<file path="config.mk">
export PLATFORM = sky130hd
export DESIGN_NAME = contiguous_slot_allocator_unit
export DESIGN_NICKNAME = d
export VERILOG_FILES = /design/src/rtl/csa_pkg.sv /design/src/rtl/csa_ram.sv /design/src/rtl/contiguous_slot_allocator_unit.sv
export SDC_FILE = /design/constraint.sdc
export NUM_CORES = 1
export LEC_CHECK = 0
export BUFFER_PORTS_ARGS = -buffer_cell sky130_fd_sc_hd__buf_2
export CAP_MARGIN = 30
export CORE_UTILIZATION = 31
export CTS_CLUSTER_SIZE = 40
export DETAILED_ROUTE_END_ITERATION = 8
export PLACE_DENSITY = 0.57
export SYNTH_ARGS = -nofsm -noshare
export SYNTH_HDL_FRONTEND = slang
export SYNTH_SLANG_ARGS = --single-unit
</file>
<file path="constraint.sdc">
create_clock -name clk -period 8.1 [get_ports clk]
set_clock_uncertainty 0.05 [all_clocks]
set_input_delay 1.215 -clock clk [delete_from_list [all_inputs] [get_ports clk]]
set_output_delay 1.215 -clock clk [all_outputs]
set_load 0.005 [all_outputs]
</file>
<file path="src/rtl/csa_pkg.sv">
// types and constants shared by the contiguous slot allocator files
`timescale 1ns / 1ps

package csa_pkg;

    localparam int NUM_SLOTS_DEF = 64;

    localparam int OP_W      = 2;
    localparam int POS_W     = 6;
    localparam int SIZE_W    = 7;
    localparam int STATUS_W  = 3;
    localparam int IDX_OUT_W = 6;
    localparam int EXTENT_W  = 7;
    localparam int SLOT_W    = 2;

    typedef enum logic [OP_W-1:0] {
        OP_CLEAR   = 2'd0,
        OP_ALLOC   = 2'd1,
        OP_RELEASE = 2'd2,
        OP_RESERVE = 2'd3
    } op_t;

    typedef enum logic [SLOT_W-1:0] {
        SLOT_NEVER    = 2'd0,
        SLOT_RELEASED = 2'd1,
        SLOT_INUSE    = 2'd2
    } slot_t;

    typedef enum logic [STATUS_W-1:0] {
        ST_OK       = 3'd0,
        ST_NOROOM   = 3'd1,
        ST_BADARG   = 3'd2,
        ST_AFTERREL = 3'd3,
        ST_NOTUSED  = 3'd4
    } status_t;

    typedef enum logic [2:0] {
        S_IDLE  = 3'd0,
        S_SCAN  = 3'd1,
        S_WRITE = 3'd2,
        S_DONE  = 3'd3
    } state_t;

endpackage

</file>
<file path="src/rtl/csa_ram.sv">
// generic simple dual-port ram with registered read
`timescale 1ns / 1ps

module csa_ram #(
    parameter int WIDTH = 2,
    parameter int DEPTH = 64,
    localparam int ADDR_W = (DEPTH > 1) ? $clog2(DEPTH) : 1
) (
    input  logic              clk,
    input  logic              we,
    input  logic [ADDR_W-1:0] waddr,
    input  logic [WIDTH-1:0]  wdata,
    input  logic [ADDR_W-1:0] raddr,
    output logic [WIDTH-1:0]  rdata
);

    logic [WIDTH-1:0] mem [DEPTH];

    always_ff @(posedge clk)
    begin
        if (we)
        begin
            mem[waddr] <= wdata;
        end
        rdata <= mem[raddr];
    end

endmodule

</file>
<file path="src/rtl/contiguous_slot_allocator_unit.sv">
// first-fit contiguous slot allocator: top level with slot map sequencer
//
//   channel   handshake       payload
//   request   start / busy    operation, position, size
//   result    done (strobe)   status, slot_index, reused, used_extent
//
// a scan reads one slot per cycle from the slot map ram, then a write phase
// marks one slot per cycle. clear sweeps the whole map.
// after reset the map is swept to never-used, busy high.
// done is a one-cycle strobe; busy stays high until after it.
`timescale 1ns / 1ps

module contiguous_slot_allocator_unit #(
    parameter int NUM_SLOTS = csa_pkg::NUM_SLOTS_DEF
) (
    input  logic                           clk,
    input  logic                           rst_n,
    input  logic                           start,
    output logic                           busy,
    input  logic [csa_pkg::OP_W-1:0]       operation,
    input  logic [csa_pkg::POS_W-1:0]      position,
    input  logic [csa_pkg::SIZE_W-1:0]     size,
    output logic                           done,
    output logic [csa_pkg::STATUS_W-1:0]   status,
    output logic [csa_pkg::IDX_OUT_W-1:0]  slot_index,
    output logic                           reused,
    output logic [csa_pkg::EXTENT_W-1:0]   used_extent
);

    import csa_pkg::*;

    localparam int IDX_W = (NUM_SLOTS > 1) ? $clog2(NUM_SLOTS) : 1;
    localparam int CNT_W = $clog2(NUM_SLOTS + 1);
    localparam int CMP_W = $clog2(NUM_SLOTS + 128) + 1;
    localparam int OUT_W = (CNT_W > EXTENT_W) ? CNT_W : EXTENT_W;
    localparam logic [CMP_W-1:0] NUM_C = CMP_W'(NUM_SLOTS);

    state_t           state_reg, state_next;
    op_t              op_reg, op_next;
    logic [SIZE_W-1:0] size_reg, size_next;
    logic [CNT_W-1:0] rd_ptr_reg, rd_ptr_next;
    logic [CNT_W-1:0] scan_end_reg, scan_end_next;
    logic             pend_reg, pend_next;
    logic [IDX_W-1:0] pend_idx_reg, pend_idx_next;
    logic [CNT_W-1:0] mark_reg, mark_next;
    logic [IDX_W-1:0] alt_reg, alt_next;
    logic             flag_reg, flag_next;
    logic [CNT_W-1:0] cnt_reg, cnt_next;
    logic [CNT_W-1:0] wr_ptr_reg, wr_ptr_next;
    logic [CNT_W-1:0] wr_end_reg, wr_end_next;
    slot_t            wr_val_reg, wr_val_next;
    logic             report_reg, report_next;
    status_t          status_reg, status_next;
    logic [CNT_W-1:0] idx_reg, idx_next;
    logic             reused_reg, reused_next;
    logic [CNT_W-1:0] extent_reg, extent_next;

    logic             ram_we;
    logic [IDX_W-1:0] ram_waddr;
    logic [SLOT_W-1:0] ram_wdata;
    logic [SLOT_W-1:0] ram_rdata;

    slot_t            d;
    logic [CNT_W-1:0] k;
    logic [CMP_W-1:0] size_c;
    logic             stop;
    logic             go_write;
    logic             go_done;
    logic [CNT_W-1:0] wr_start_c;
    slot_t            wr_val_c;
    status_t          res_st;
    logic [CNT_W-1:0] res_idx;
    logic             res_reu;
    logic [CNT_W-1:0] wr_end_c;
    logic [OUT_W-1:0] idx_wide;
    logic [OUT_W-1:0] ext_wide;

    csa_ram #(
        .WIDTH (SLOT_W),
        .DEPTH (NUM_SLOTS)
    ) u_map (
        .clk   (clk),
        .we    (ram_we),
        .waddr (ram_waddr),
        .wdata (ram_wdata),
        .raddr (rd_ptr_reg[IDX_W-1:0]),
        .rdata (ram_rdata)
    );

    assign d      = slot_t'(ram_rdata);
    assign k      = CNT_W'(pend_idx_reg);
    assign size_c = CMP_W'(size_reg);

    always_ff @(posedge clk or negedge rst_n)
    begin
        if (!rst_n)
        begin
            state_reg    <= S_WRITE;
            rd_ptr_reg   <= '0;
            scan_end_reg <= '0;
            pend_reg     <= 1'b0;
            wr_ptr_reg   <= '0;
            wr_end_reg   <= CNT_W'(NUM_SLOTS);
            wr_val_reg   <= SLOT_NEVER;
            report_reg   <= 1'b0;
            extent_reg   <= '0;
        end
        else
        begin
            state_reg    <= state_next;
            rd_ptr_reg   <= rd_ptr_next;
            scan_end_reg <= scan_end_next;
            pend_reg     <= pend_next;
            wr_ptr_reg   <= wr_ptr_next;
            wr_end_reg   <= wr_end_next;
            wr_val_reg   <= wr_val_next;
            report_reg   <= report_next;
            extent_reg   <= extent_next;
        end
    end

    always_ff @(posedge clk)
    begin
        op_reg       <= op_next;
        size_reg     <= size_next;
        pend_idx_reg <= pend_idx_next;
        mark_reg     <= mark_next;
        alt_reg      <= alt_next;
        flag_reg     <= flag_next;
        cnt_reg      <= cnt_next;
        status_reg   <= status_next;
        idx_reg      <= idx_next;
        reused_reg   <= reused_next;
    end

    always_comb
    begin
        state_next    = state_reg;
        op_next       = op_reg;
        size_next     = size_reg;
        rd_ptr_next   = rd_ptr_reg;
        scan_end_next = scan_end_reg;
        pend_next     = 1'b0;
        pend_idx_next = pend_idx_reg;
        mark_next     = mark_reg;
        alt_next      = alt_reg;
        flag_next     = flag_reg;
        cnt_next      = cnt_reg;
        wr_ptr_next   = wr_ptr_reg;
        wr_end_next   = wr_end_reg;
        wr_val_next   = wr_val_reg;
        report_next   = report_reg;
        status_next   = status_reg;
        idx_next      = idx_reg;
        reused_next   = reused_reg;
        extent_next   = extent_reg;
        ram_we        = 1'b0;
        ram_waddr     = wr_ptr_reg[IDX_W-1:0];
        ram_wdata     = wr_val_reg;
        stop          = 1'b0;
        go_write      = 1'b0;
        go_done       = 1'b0;
        wr_start_c    = mark_reg;
        wr_val_c      = SLOT_INUSE;
        res_st        = ST_OK;
        res_idx       = '0;
        res_reu       = 1'b0;
        wr_end_c      = '0;

        unique case (state_reg)
            S_IDLE:
            begin
                if (start)
                begin
                    op_next       = op_t'(operation);
                    size_next     = size;
                    rd_ptr_next   = '0;
                    scan_end_next = CNT_W'(NUM_SLOTS);
                    flag_next     = 1'b0;
                    cnt_next      = '0;
                    mark_next     = '0;
                    alt_next      = '0;
                    unique case (op_t'(operation))
                        OP_CLEAR:
                        begin
                            wr_ptr_next = '0;
                            wr_end_next = CNT_W'(NUM_SLOTS);
                            wr_val_next = SLOT_NEVER;
                            report_next = 1'b1;
                            extent_next = '0;
                            status_next = ST_OK;
                            idx_next    = '0;
                            reused_next = 1'b0;
                            state_next  = S_WRITE;
                        end
                        OP_ALLOC, OP_RESERVE:
                        begin
                            if (CMP_W'(size) > NUM_C)
                            begin
                                go_done = 1'b1;
                                res_st  = ST_BADARG;
                            end
                            else
                            begin
                                state_next = S_SCAN;
                            end
                        end
                        OP_RELEASE:
                        begin
                            if (size == '0)
                            begin
                                go_done = 1'b1;
                            end
                            else if (CMP_W'(size) > NUM_C
                                     || CMP_W'(position) + CMP_W'(size) > NUM_C)
                            begin
                                go_done = 1'b1;
                                res_st  = ST_BADARG;
                            end
                            else
                            begin
                                rd_ptr_next   = CNT_W'(position);
                                scan_end_next = CNT_W'(CMP_W'(position) + CMP_W'(size));
                                mark_next     = CNT_W'(position);
                                state_next    = S_SCAN;
                            end
                        end
                    endcase
                end
            end

            S_SCAN:
            begin
                if (pend_reg)
                begin
                    unique case (op_reg)
                        OP_ALLOC:
                        begin
                            if (size_reg == '0)
                            begin
                                if (d == SLOT_NEVER)
                                begin
                                    stop    = 1'b1;
                                    go_done = 1'b1;
                                    res_idx = k;
                                end
                                else if (d == SLOT_RELEASED && !flag_reg)
                                begin
                                    flag_next = 1'b1;
                                    alt_next  = pend_idx_reg;
                                end
                            end
                            else if (d == SLOT_INUSE)
                            begin
                                if (CMP_W'(cnt_reg) >= size_c)
                                begin
                                    stop     = 1'b1;
                                    go_write = 1'b1;
                                    res_idx  = mark_reg;
                                    res_reu  = flag_reg;
                                end
                                else
                                begin
                                    cnt_next  = '0;
                                    flag_next = 1'b0;
                                end
                            end
                            else
                            begin
                                if (cnt_reg == '0)
                                begin
                                    mark_next = k;
                                end
                                cnt_next  = cnt_reg + CNT_W'(1);
                                flag_next = flag_reg | (d == SLOT_RELEASED);
                            end
                        end
                        OP_RELEASE:
                        begin
                            if (d != SLOT_INUSE)
                            begin
                                stop    = 1'b1;
                                go_done = 1'b1;
                                res_st  = ST_NOTUSED;
                            end
                        end
                        OP_RESERVE:
                        begin
                            if (!flag_reg)
                            begin
                                if (d == SLOT_NEVER)
                                begin
                                    flag_next = 1'b1;
                                    mark_next = k;
                                    cnt_next  = CNT_W'(1);
                                    if (CMP_W'(pend_idx_reg) + size_c > NUM_C)
                                    begin
                                        stop    = 1'b1;
                                        go_done = 1'b1;
                                        res_st  = ST_NOROOM;
                                    end
                                    else if (size_reg == '0)
                                    begin
                                        stop    = 1'b1;
                                        go_done = 1'b1;
                                        res_idx = k;
                                    end
                                    else if (size_c == CMP_W'(1))
                                    begin
                                        stop       = 1'b1;
                                        go_write   = 1'b1;
                                        wr_start_c = k;
                                        res_idx    = k;
                                    end
                                end
                                else if (d == SLOT_RELEASED)
                                begin
                                    stop    = 1'b1;
                                    go_done = 1'b1;
                                    res_st  = ST_AFTERREL;
                                end
                            end
                            else if (d != SLOT_NEVER)
                            begin
                                stop    = 1'b1;
                                go_done = 1'b1;
                                res_st  = ST_AFTERREL;
                            end
                            else
                            begin
                                cnt_next = cnt_reg + CNT_W'(1);
                                if (CMP_W'(cnt_reg) + CMP_W'(1) == size_c)
                                begin
                                    stop     = 1'b1;
                                    go_write = 1'b1;
                                    res_idx  = mark_reg;
                                end
                            end
                        end
                        OP_CLEAR:
                        begin
                            stop    = 1'b1;
                            go_done = 1'b1;
                        end
                    endcase
                end

                if (!stop && rd_ptr_reg < scan_end_reg)
                begin
                    rd_ptr_next   = rd_ptr_reg + CNT_W'(1);
                    pend_next     = 1'b1;
                    pend_idx_next = rd_ptr_reg[IDX_W-1:0];
                end
                else if (!stop && !pend_reg)
                begin
                    // scan ran to the end of its range
                    unique case (op_reg)
                        OP_ALLOC:
                        begin
                            if (size_reg == '0)
                            begin
                                go_done = 1'b1;
                                if (flag_reg)
                                begin
                                    res_idx = CNT_W'(alt_reg);
                                    res_reu = 1'b1;
                                end
                                else
                                begin
                                    res_st = ST_NOROOM;
                                end
                            end
                            else if (CMP_W'(cnt_reg) >= size_c)
                            begin
                                go_write = 1'b1;
                                res_idx  = mark_reg;
                                res_reu  = flag_reg;
                            end
                            else
                            begin
                                go_done = 1'b1;
                                res_st  = ST_NOROOM;
                            end
                        end
                        OP_RELEASE:
                        begin
                            go_write = 1'b1;
                            wr_val_c = SLOT_RELEASED;
                        end
                        OP_RESERVE:
                        begin
                            if (flag_reg)
                            begin
                                go_write = 1'b1;
                                res_idx  = mark_reg;
                            end
                            else if (size_reg == '0)
                            begin
                                go_done = 1'b1;
                                res_idx = CNT_W'(NUM_SLOTS);
                            end
                            else
                            begin
                                go_done = 1'b1;
                                res_st  = ST_NOROOM;
                            end
                        end
                        OP_CLEAR:
                        begin
                            go_done = 1'b1;
                        end
                    endcase
                end
            end

            S_WRITE:
            begin
                ram_we      = 1'b1;
                wr_ptr_next = wr_ptr_reg + CNT_W'(1);
                if (wr_ptr_reg + CNT_W'(1) == wr_end_reg)
                begin
                    state_next = report_reg ? S_DONE : S_IDLE;
                end
            end

            S_DONE:
            begin
                state_next = S_IDLE;
            end

            default:
            begin
                state_next = S_IDLE;
            end
        endcase

        wr_end_c = CNT_W'(CMP_W'(wr_start_c) + size_c);

        if (go_write)
        begin
            wr_ptr_next = wr_start_c;
            wr_end_next = wr_end_c;
            wr_val_next = wr_val_c;
            report_next = 1'b1;
            if (wr_val_c == SLOT_INUSE && wr_end_c > extent_reg)
            begin
                extent_next = wr_end_c;
            end
            state_next = S_WRITE;
        end
        else if (go_done)
        begin
            state_next = S_DONE;
        end

        if (go_write || go_done)
        begin
            status_next = res_st;
            idx_next    = (res_st == ST_OK) ? res_idx : '0;
            reused_next = (res_st == ST_OK) ? res_reu : 1'b0;
        end
    end

    assign idx_wide = OUT_W'(idx_reg);
    assign ext_wide = OUT_W'(extent_reg);

    assign busy        = (state_reg != S_IDLE);
    assign done        = (state_reg == S_DONE);
    assign status      = status_reg;
    assign slot_index  = idx_wide[IDX_OUT_W-1:0];
    assign reused      = reused_reg;
    assign used_extent = ext_wide[EXTENT_W-1:0];

endmodule

</file>
# Yosys cells after proc, flatten, opt, wreduce, memory -nomap -nowiden
# Memories as Yosys holds them, arrays and structs flattened. A register that Yosys moved wholly into a read port is not among the register bits.
# Cells that the tools add are included.
# totals
memories	1
reg_bits	88
ramBits	128
elab_cells	325
inputBits	18
# classes
muxes	210
eq_ne	42
add_sub_neg	7
n_lt_le_gt_ge	6
n_reduce_logical	39
bitwise	1
# mem_list
memory	depth	word_bits	read_ports	rd_ports_with_merged_regs	wr	line	source
u_map.mem	64	2	1	1	1	csa_ram.sv:17	logic [WIDTH-1:0] mem [DEPTH];
# ops
op	count
7-bit two-way mux	39
6-bit two-way mux	32
7-bit case mux with 2 select lines	6
1-bit two-way mux	78
3-bit two-way mux	22
6-bit case mux with 2 select lines	3
2-bit two-way mux	15
4-bit != test, second input constant	7
7-bit by 1-bit adder with 7-bit output, second input constant	3
7-bit logical NOT	3
3-bit != test, second input constant	7
3-bit case mux with 2 select lines	3
3-bit case mux with 3 select lines	2
6-bit by 7-bit adder with 8-bit output	2
2-bit nonzero test	8
5-bit != test, second input constant	3
2-bit != test, second input constant	7
2-bit equality test, second input constant	6
3-bit AND reduction	4
6-bit AND reduction	2
1-bit case mux with 2 select lines	5
9-bit by 7-bit greater-than comparator with 1-bit output, second input constant	1
9-bit AND reduction	1
7-bit by 1-bit adder with 8-bit output, second input constant	1
other kinds (28)	45

# Depth between registers and ports, before layout
# Gate-level depths: netlist of run 1.
# depth
word_depth	18
depth_mapped	26
mapped_depth_nobuf	25

# By module
# From an unflattened synthesis of run 1, not the netlist that was laid out.
# unflattened
cells_unflattened	978
hier_area_um2	11726.2
# by_module_without_submodules
module	cells_per_inst	area_per_inst_um2	n_inst	seq_area_each_um2
contiguous_slot_allocator_unit	663	6237.2	1	2379.8
csa_ram	315	5489.0	1	3883.7

# Least setup slack after synthesis of run 1
# OpenSTA, ideal clock, no wires.
# synth_path
path_kind	reg2reg
from	register size_reg[0]
to	register extent_reg[0] (netlist: used_extent[0])
n_path_buf	1
setup_ns	0.079
arrival_time_ns	5.554
stages_incl_launch_ff	27
setup_slack_ns	2.416
t_required_ns	7.971
cell_sequence	edfxtp_1 -> ha_1 -> inv_1 -> fa_1 -> xnor2_1 -> nor3b_1 -> o21ai_0 -> or3_1 -> a21oi_1 -> and3_1 -> clkbuf_1 -> mux2_2 -> ha_1 -> fa_1 -> a21oi_1 -> nor2_1 -> nor2_1 -> o21bai_1 -> a21oi_1 -> xnor2_1 -> inv_1 -> ha_1 -> nand3_1 -> o22ai_1 -> a21o_1 -> a211oi_4 -> mux2i_1
# synth_via
elab_chain_len	18
elab_cells_between_ends	54
classes_between	2 x add/sub; 3 x order compare; 3 x eq/ne; 41 x mux; 5 x reduce/logical
# synth_rtl
element	line	source
start: declaration	contiguous_slot_allocator_unit.sv:40	logic [SIZE_W-1:0] size_reg, size_next;
start signal: assignment	contiguous_slot_allocator_unit.sv:125	size_reg <= size_next;
parallel branches: the longest is 17 deep, another holds 6-bit by 7-bit adder with 8-bit output	--	
7-bit two-way mux *	contiguous_slot_allocator_unit.sv:439	if (go_write)
net extent_next[0]	contiguous_slot_allocator_unit.sv:56	logic [CNT_W-1:0] extent_reg, extent_next;
end signal: assignment	contiguous_slot_allocator_unit.sv:118	extent_reg <= extent_next;
end: declaration	contiguous_slot_allocator_unit.sv:56	
# Mark *: on every way through the listed nets, which the timed path passes. The select of a mux whose other input is x is not followed.
# A chain may end at the register's enable or synchronous reset.

# Final worst setup path of run 1
# layout_path
from	register size_reg[0]
to	register extent_reg[6] (netlist: used_extent[6])
# Same word-level chain as after synthesis.

==> impl_metrics.py, run 1 <==
metrics = {
    "layout": {
        "fin_cells": 1485,
        "syn_to_final_growth_pct": 13.3,
        "postLayoutCellArea_mm2": 0.0131,
        "nNetsFinal": 1060,
        "max_ffs_per_register": 128,
        "largest_register": "u_map.mem",
        "most_frequent_standard_cell_in_the_layout_excluding_fill_and_tap_cells": "sky130_fd_sc_hd__edfxtp_1",
        "commonest_non_fill_non_tap_cells_in_the_layout": "173 x sky130_fd_sc_hd__edfxtp_1, 125 x sky130_fd_sc_hd__nor2_1, 74 x sky130_fd_sc_hd__nand2_1",
        "final_layout_size_suffix_gt1_share_pct": 15.5,
    },
    "logic_synthesis": {
        "synth-seq-cells": 216,
        "number_of_enable_flip_flop_cells_after_synthesis": 173,
        "synth-async-reset-ratio_pct": 19.0,
        "seq_area_frac_synth_pct": 54.1,
        "synthesis.area_mm2": 0.0116,
        "post_synth_inst_count": 972,
        "synth.largest_area_cell": "sky130_fd_sc_hd__edfxtp_1",
        "synthesis.nets": 1035,
        "yosys.area.top_type_share_pct": 44.9,
        "synth_ff_type": "sky130_fd_sc_hd__edfxtp_1",
        "ys_top_cells_by_area": "sky130_fd_sc_hd__edfxtp_1 45%, sky130_fd_sc_hd__dfrtp_1 8.4%, sky130_fd_sc_hd__mux4_2 8.2%",
        "count_of_different_cell_masters_after_synthesis": 79,
        "yosys_warnings": 0,
        "post_synth.cell_area_avg_um2": 11.9,
    },
    "route": {
        "drt-vias-per-instance": 5.40,
        "via_count": 8012,
        "drc_errors": 0,
        "drt_pass1_iterations": 6,
        "drt-total-wl_um": 30000,
        "drt_iter0_markers": 706,
        "detail_route.wl_per_cell_um": 20.2,
        "postRouteAntennaNets": 0,
    },
    "clocking": {
        "clock_path_buffers": 3,
        "tritoncts": "done",
        "cts.repair_timing.setup_buffer_count": 0,
        "cts.hold.buffers_added": 0,
        "tritoncts.num_buffers": 25,
        "cts_repair_resize_count": 0,
        "worst_skew_pair.late_latency_ns": 0.54,
        "tritoncts_num_sinks": 216,
        "htree_num_levels": 1,
        "clk_root_buffer_cell": "sky130_fd_sc_hd__clkbuf_16",
        "clk_pin_slew_worst_paths_ns": 0.06,
    },
    "power": {
        "power.share.sequential_pct": 38.2,
        "p_clk_share_pct": 27.7,
        "cell_internal_pwr_mw": 2.81,
        "p_comb_share_pct": 34.1,
        "switching_power_mw": 1.54,
        "cellPowerDensity_mw_per_mm2": 332,
        "worst_ir_drop_vdd_v": 0.000141,
        "p_sw_share_pct": 35.4,
        "p_leak_nw": 4.66,
    },
    "floorplan": {
        "floorplan.die.height_um": 195,
        "ioPinCount": 37,
        "core-area_mm2": 0.0367,
        "placement_rows": 70,
        "die-width_um": 195,
        "dieArea_mm2": 0.0381,
        "start_util_pct": 31.6,
    },
    "outcome": {
        "status": "finished clean",
    },
    "setup_path": {
        "cp_num_buf_inv": 2,
        "crit_path_start": "size_reg[0]$_DFFE_PP_",
        "r2r_start": "size_reg[0]$_DFFE_PP_",
        "critPathCaptureType": "flip-flop",
        "crit_path_start_kind": "flip-flop",
        "worstPathRequired_ns": 8.51,
        "timing.critical_path.max_delay_family": "compound AO/OA/AOI/OAI gates",
        "critPathKind": "flip-flop to flip-flop",
        "cp_max_fo": 9,
        "worstPathArrival_ns": 6.59,
        "critPathMaxStageDelay_ns": 0.56,
        "crit_path_max_delay_cell_type": "sky130_fd_sc_hd__edfxtp_1",
    },
    "sta": {
        "grt_setup_unrepaired": "no",
        "slew_headroom_pct": 44.2,
        "max_clock_freq_mhz": 162,
        "final-setup-viol-count": 0,
        "slew_viol_final": 0,
        "tns_ns": 0,
        "finalWorstPathRequiredPeriod_ns": 6.18,
        "final_worst_path_period_share_pct": 76.3,
        "worst-slew-pin-transition_ns": 0.837,
        "timing_hold_violations_final": 0,
    },
    "placement": {
        "place_inst": 1438,
        "place.port_buffers": 36,
        "dp.final_hpwl_um": 20700,
        "gp_congestion": 0.917,
        "dpl-instance-area_mm2": 0.0122,
    },
    "run": {
        "max_cap_check_violation_count": 0,
    },
    "global_routing": {
        "via_count_of_the_first_global_routing_pass": 7945,
        "grt_start_max_net_pins": 66,
        "grt_pass1_wl_um": 47000,
        "gr-total-overflow": 0,
        "antenna_found_initial": 1,
        "global_route.usage.total_pct": 15.8,
    },
    "worst_hold_path": {
        "hold_class": "flip-flop to flip-flop",
        "worstHoldStart": "scan_end_reg[5]$_DFFE_PN0P_",
    },
}
[routing by layer]
layer  vias up  GRT usage (%)  wire, um
met1      3939           21.3     12800
met3        57           2.40      1830
met5         -              0         0
li1       3728              -         -
met4         0           5.22       896
met2       288           26.1     14500
[kinds of logic (layout without fill, tap and decap cells)]
logic type	count (synthesis)	count (layout)	synth area share, %
adder cells (fa/ha/maj)	45	45	5.06
other	0	1	0
XOR/XNOR	31	31	2.58
flip-flops	216	216	54.1
AND/OR/NAND/NOR	330	330	13.4
buffers and inverters	93	137	3.05
multiplexers	59	59	9.68
AO/OA/AOI/OAI	198	198	12.2
[final cells by class]
class                           instances  area [um2]
Multi-Input combinational cell        663        4960
Inverter                               47         176
Clock inverter                         20         253
Tap cell                              468         586
Clock buffer                           26         629
Antenna cell                            1        2.50
Timing Repair Buffer                   44         240
Fill cell                            3557       23600
Sequential cell                       216        6260
[worst min-delay path: cells and delay by family (launching register included)]
| family | cells | cell delay (ns) |
|---|---|---|
| flops | 1 | 0.35 |
| compound gates | 1 | 0.05 |
| simple gates | 1 | 0.05 |
[final timing paths]
check,slack [ns],end,cells after the start
worst min-delay path,0.43,scan_end_reg[5]$_DFFE_PN0P_,2
worst min register to register,0.43,scan_end_reg[5]$_DFFE_PN0P_,2
worst max register to register,1.92,used_extent[6]$_DFF_PN0_,25
max in group asynchronous,6.84,rd_ptr_reg[0]$_DFFE_PN0P_,2
worst max-delay path,1.92,used_extent[6]$_DFF_PN0_,25
min in group asynchronous,0.71,ram_wdata[0]$_DFFE_PN0P_,2
[Yosys cell counts, types with 10 or more instances]
cell type / instances
sky130_fd_sc_hd__edfxtp_1: 173
sky130_fd_sc_hd__nor2_1: 125
sky130_fd_sc_hd__nand2_1: 74
sky130_fd_sc_hd__inv_1: 46
sky130_fd_sc_hd__ha_1: 42
sky130_fd_sc_hd__mux4_2: 42
sky130_fd_sc_hd__dfrtp_1: 39
sky130_fd_sc_hd__a21oi_1: 37
sky130_fd_sc_hd__o21ai_0: 36
sky130_fd_sc_hd__clkbuf_1: 34
sky130_fd_sc_hd__nand3_1: 29
sky130_fd_sc_hd__xnor2_1: 20
sky130_fd_sc_hd__nor3_1: 16
sky130_fd_sc_hd__a21o_1: 13
sky130_fd_sc_hd__a22oi_1: 13
sky130_fd_sc_hd__mux2i_1: 13
sky130_fd_sc_hd__a31oi_1: 12
sky130_fd_sc_hd__and3_1: 12
sky130_fd_sc_hd__and2_1: 10
sky130_fd_sc_hd__nand2b_1: 10
sky130_fd_sc_hd__nor2b_1: 10
sky130_fd_sc_hd__or3_1: 10
[through the flow]
step                      total power, mW  utilization, %  hold slack (ns)  setup WS (ns)
final                                4.35            35.7            0.434           1.92
after global routing                 4.60            35.7            0.470           1.54
after CTS                            4.39            35.7            0.439           1.92
after detailed placement             3.18            33.3            0.425           1.90
after global placement               3.16            33.3            0.412           2.03
after floorplan                      2.72               -            0.392           2.42
[power by group through the flow]
stage | combinational [mW] | clock, mW | sequential [mW]
2_1_floorplan | 1.11 | 0 | 1.61
3_3_place_gp | 1.48 | 0 | 1.68
3_5_place_dp | 1.50 | 0 | 1.68
4_1_cts | 1.50 | 1.23 | 1.66
5_1_grt | 1.64 | 1.28 | 1.68
6_report | 1.48 | 1.21 | 1.66
Power figures use the tool's default switching activity.
==> run 2, diff against run 1 <==
--- a/config.mk
+++ b/config.mk
@@ -5,12 +5,13 @@
 export SDC_FILE = /design/constraint.sdc
 export NUM_CORES = 1
 export LEC_CHECK = 0
+export ABC_AREA = 1
 export BUFFER_PORTS_ARGS = -buffer_cell sky130_fd_sc_hd__buf_2
 export CAP_MARGIN = 30
 export CORE_UTILIZATION = 31
 export CTS_CLUSTER_SIZE = 40
 export DETAILED_ROUTE_END_ITERATION = 8
-export PLACE_DENSITY = 0.57
+export PLACE_DENSITY = 0.58
 export SYNTH_ARGS = -nofsm -noshare
 export SYNTH_HDL_FRONTEND = slang
 export SYNTH_SLANG_ARGS = --single-unit
==> constraint.sdc (replaced) <==
create_clock -name clk -period 5.32 [get_ports clk]
set_clock_uncertainty 0.05 [all_clocks]
set_input_delay 0.798 -clock clk [delete_from_list [all_inputs] [get_ports clk]]
set_output_delay 0.798 -clock clk [all_outputs]
set_load 0.005 [all_outputs]
==> impl_metrics.py, run 2 <==
metrics = {
    "setup_path": {
        "crit_path_start_kind": "flip-flop",
        "critPathCaptureType": "flip-flop",
        "worstPathRequired_ns": 5.73,
        "critPathMaxStageDelay_ns": 0.41,
        "r2r_end": "used_extent[6]$_DFF_PN0_",
        "worstPathArrival_ns": 5.35,
        "cp_max_fo": 10,
        "critPathKind": "flip-flop to flip-flop",
        "crit_path_max_delay_cell_type": "sky130_fd_sc_hd__fa_1",
        "crit_path_start": "size_reg[0]$_DFFE_PP_",
        "rr_worst_depth": 33,
        "ff2ff_setup_slack_ns": 0.38,
        "path_common_cell": "sky130_fd_sc_hd__nand2_1",
        "r2r_start": "size_reg[0]$_DFFE_PP_",
    },
    "logic_synthesis": {
        "count_of_different_cell_masters_after_synthesis": 46,
        "synth-async-reset-ratio_pct": 19.0,
        "synthesis.nets": 1334,
        "synth.most_common_cell": "sky130_fd_sc_hd__nor2_1",
        "fraction_of_synthesized_area_in_multiplexers_pct": 0,
        "synth_top_cells_by_count": "218 x sky130_fd_sc_hd__nor2_1, 205 x sky130_fd_sc_hd__nand2_1, 173 x sky130_fd_sc_hd__edfxtp_1, 128 x sky130_fd_sc_hd__o21ai_0, 127 x sky130_fd_sc_hd__inv_1",
        "synth_simple_gate_area_share_pct": 21.1,
        "synth-adder-area-share_pct": 5.09,
        "number_of_enable_flip_flop_cells_after_synthesis": 173,
        "seq_area_frac_synth_pct": 54.4,
        "compound_gate_fraction_of_synth_area_pct": 12.2,
        "synthesis.area_mm2": 0.0115,
        "post_synth_xor_area_fraction_pct": 1.45,
        "synth-seq-cells": 216,
        "ys_top_cells_by_area": "sky130_fd_sc_hd__edfxtp_1 45%, sky130_fd_sc_hd__dfrtp_1 8.5%, sky130_fd_sc_hd__nor2_1 7.1%",
        "largest_family_of_logic_cells_by_synthesized_area": "simple AND/OR/NAND/NOR gates",
        "yosys_warnings": 0,
        "post_synth_inst_count": 1271,
        "synth_ff_type": "sky130_fd_sc_hd__edfxtp_1",
        "synth.largest_area_cell": "sky130_fd_sc_hd__edfxtp_1",
        "yosys.area.top_type_share_pct": 45.1,
        "post_synth.cell_area_avg_um2": 9.06,
    },
    "clocking": {
        "clock_path_buffers": 3,
        "worst_skew_pair.late_latency_ns": 0.55,
        "tritoncts_num_sinks": 216,
        "htree_num_levels": 1,
        "clk_root_buffer_cell": "sky130_fd_sc_hd__clkbuf_16",
        "cts.hold.buffers_added": 0,
        "tritoncts": "done",
        "clk_pin_slew_worst_paths_ns": 0.06,
        "tritoncts.num_buffers": 25,
    },
    "layout": {
        "final_layout_size_suffix_gt1_share_pct": 9.16,
        "fin_cells": 1801,
        "syn_to_final_growth_pct": 14.3,
        "max_ffs_per_register": 128,
        "multi_input_area_mm2": 0.00463,
        "finish.utilization_pct": 35.9,
        "largest_register": "u_map.mem",
        "fillers": 3713,
        "commonest_non_fill_non_tap_cells_in_the_layout": "216 x sky130_fd_sc_hd__nor2_1, 204 x sky130_fd_sc_hd__nand2_1, 173 x sky130_fd_sc_hd__edfxtp_1",
        "nNetsFinal": 1376,
        "most_frequent_standard_cell_in_the_layout_excluding_fill_and_tap_cells": "sky130_fd_sc_hd__nor2_1",
        "layout.area.seq_mm2": 0.00627,
    },
    "sta": {
        "final_worst_path_period_share_pct": 92.9,
        "finalWorstPathRequiredPeriod_ns": 4.94,
        "max_clock_freq_mhz": 202,
        "worst-slew-pin-transition_ns": 0.953,
        "timing_hold_violations_final": 0,
        "final-setup-viol-count": 0,
        "tns_ns": 0,
        "slew_headroom_pct": 36.4,
        "hold_ws_ns": 0.275,
        "slew_viol_final": 0,
    },
    "global_routing": {
        "gr_layer_usage_met1_pct": 22.7,
        "grt_start_max_net_pins": 68,
        "global_route.usage.met3_pct": 2.78,
        "antenna_found_initial": 2,
        "grt_pass1_wl_um": 50500,
        "gr-total-overflow": 0,
        "via_count_of_the_first_global_routing_pass": 8974,
        "gr-usage-met2_pct": 27.8,
        "busiest_layer": "met2",
        "global_route.usage.total_pct": 16.9,
    },
    "floorplan": {
        "floorplan.die.height_um": 195,
        "ioPinCount": 37,
        "start_util_pct": 31.4,
        "placement_rows": 70,
        "dieArea_mm2": 0.0379,
        "die-width_um": 195,
        "core-area_mm2": 0.0366,
    },
    "placement": {
        "dp.final_hpwl_um": 22300,
        "place.port_buffers": 36,
        "place_inst": 1750,
        "gp_congestion": 0.956,
    },
    "worst_hold_path": {
        "hold_class": "input port to async pin",
    },
    "route": {
        "drt_pass1_iterations": 5,
        "via_count": 9393,
        "drt_iter0_markers": 828,
        "drc_errors": 0,
        "detail_route.wl_per_cell_um": 18.0,
        "drt-total-wl_um": 32500,
        "drt-vias-per-instance": 5.22,
        "postRouteAntennaNets": 0,
    },
    "power": {
        "p_leak_nw": 4.85,
        "p_total_mw": 3.68,
        "worst_ir_drop_vdd_v": 0.000209,
        "cellPowerDensity_mw_per_mm2": 280,
    },
    "run": {
        "max_cap_check_violation_count": 0,
    },
    "outcome": {
        "status": "finished clean",
    },
}
## run 2: cell types whose count changed after synthesis, sizes merged, moves of 11 or more
cell	delta
nand4	+13
inv	+82
o21ai	+92
mux2i	-13
a21o	-11
nand3	+67
nor2	+98
o22ai	+28
nand2	+132
xnor2	-12
mux4	-42
a22oi	-12
## run 2: layer usage
layer | share of wire, % | wire length [um]
met5 | 0.040 | 13
met4 | 2.8 | 903
met3 | 6.9 | 2230
met2 | 46 | 15100
met1 | 44 | 14300
## run 2: cells by family after synthesis
family                     Yosys count
buffers and inverters              170
DFF                                216
and+or+nand+nor                    573
xor gates and xnor gates            19
adders and majority gates           45
AOI/OAI and AO/OA                  248
## run 2: per-stage QoR
step / setup slack [ns] / cell area (um2)
2_1_floorplan: 0.720 / 11500
3_3_place_gp: 0.358 / 12200
3_5_place_dp: 0.132 / 12200
4_1_cts: 0.0978 / 13100
5_1_grt: -0.0314 / 13200
6_report: 0.380 / 13200
## run 2: worst max-delay path, delay by kind of cell (launching register included)
kind | cells | cell delay, ns
xor+xnor | 1 | 0.22
fa+ha+maj | 5 | 1.48
simple gates | 19 | 1.92
compound gates | 4 | 0.55
flops | 1 | 0.36
buf+inv | 4 | 0.26
## run 2: cell type report
class,count,area share (%)
clock inverter,17,1.54
tap,468,4.45
clock buffer,29,4.94
multi-input combinational,886,35.2
sequential,216,47.6
inverter,131,3.74
timing repair buffer,53,2.51
antenna,1,0.0190
## run 2: power breakdown
group          leakage [nW]  total [mW]  internal [mW]  switching [mW]
Sequential             1.77        1.81           1.81        0.000687
Combinational          2.66      0.0717         0.0234          0.0483
Clock                 0.422        1.80           1.08           0.728
## run 2: worst max-delay path by stage
stage / end / slack, ns
after floorplan: used_extent[0]$_DFF_PN0_ / 0.72
after global placement: used_extent[0]$_DFF_PN0_ / 0.36
after detailed placement: used_extent[3]$_DFF_PN0_ / 0.13
after CTS: used_extent[3]$_DFF_PN0_ / 0.1
after global routing: used_extent[6]$_DFF_PN0_ / -0.03
final: used_extent[6]$_DFF_PN0_ / 0.38
## run 2: repair_timing
| item | CTS | global route |
|---|---|---|
| setup endpoints to repair | 0 | 7 |
| gates resized for setup | 0 | 13 |
| buffers inserted | 0 | 3 |
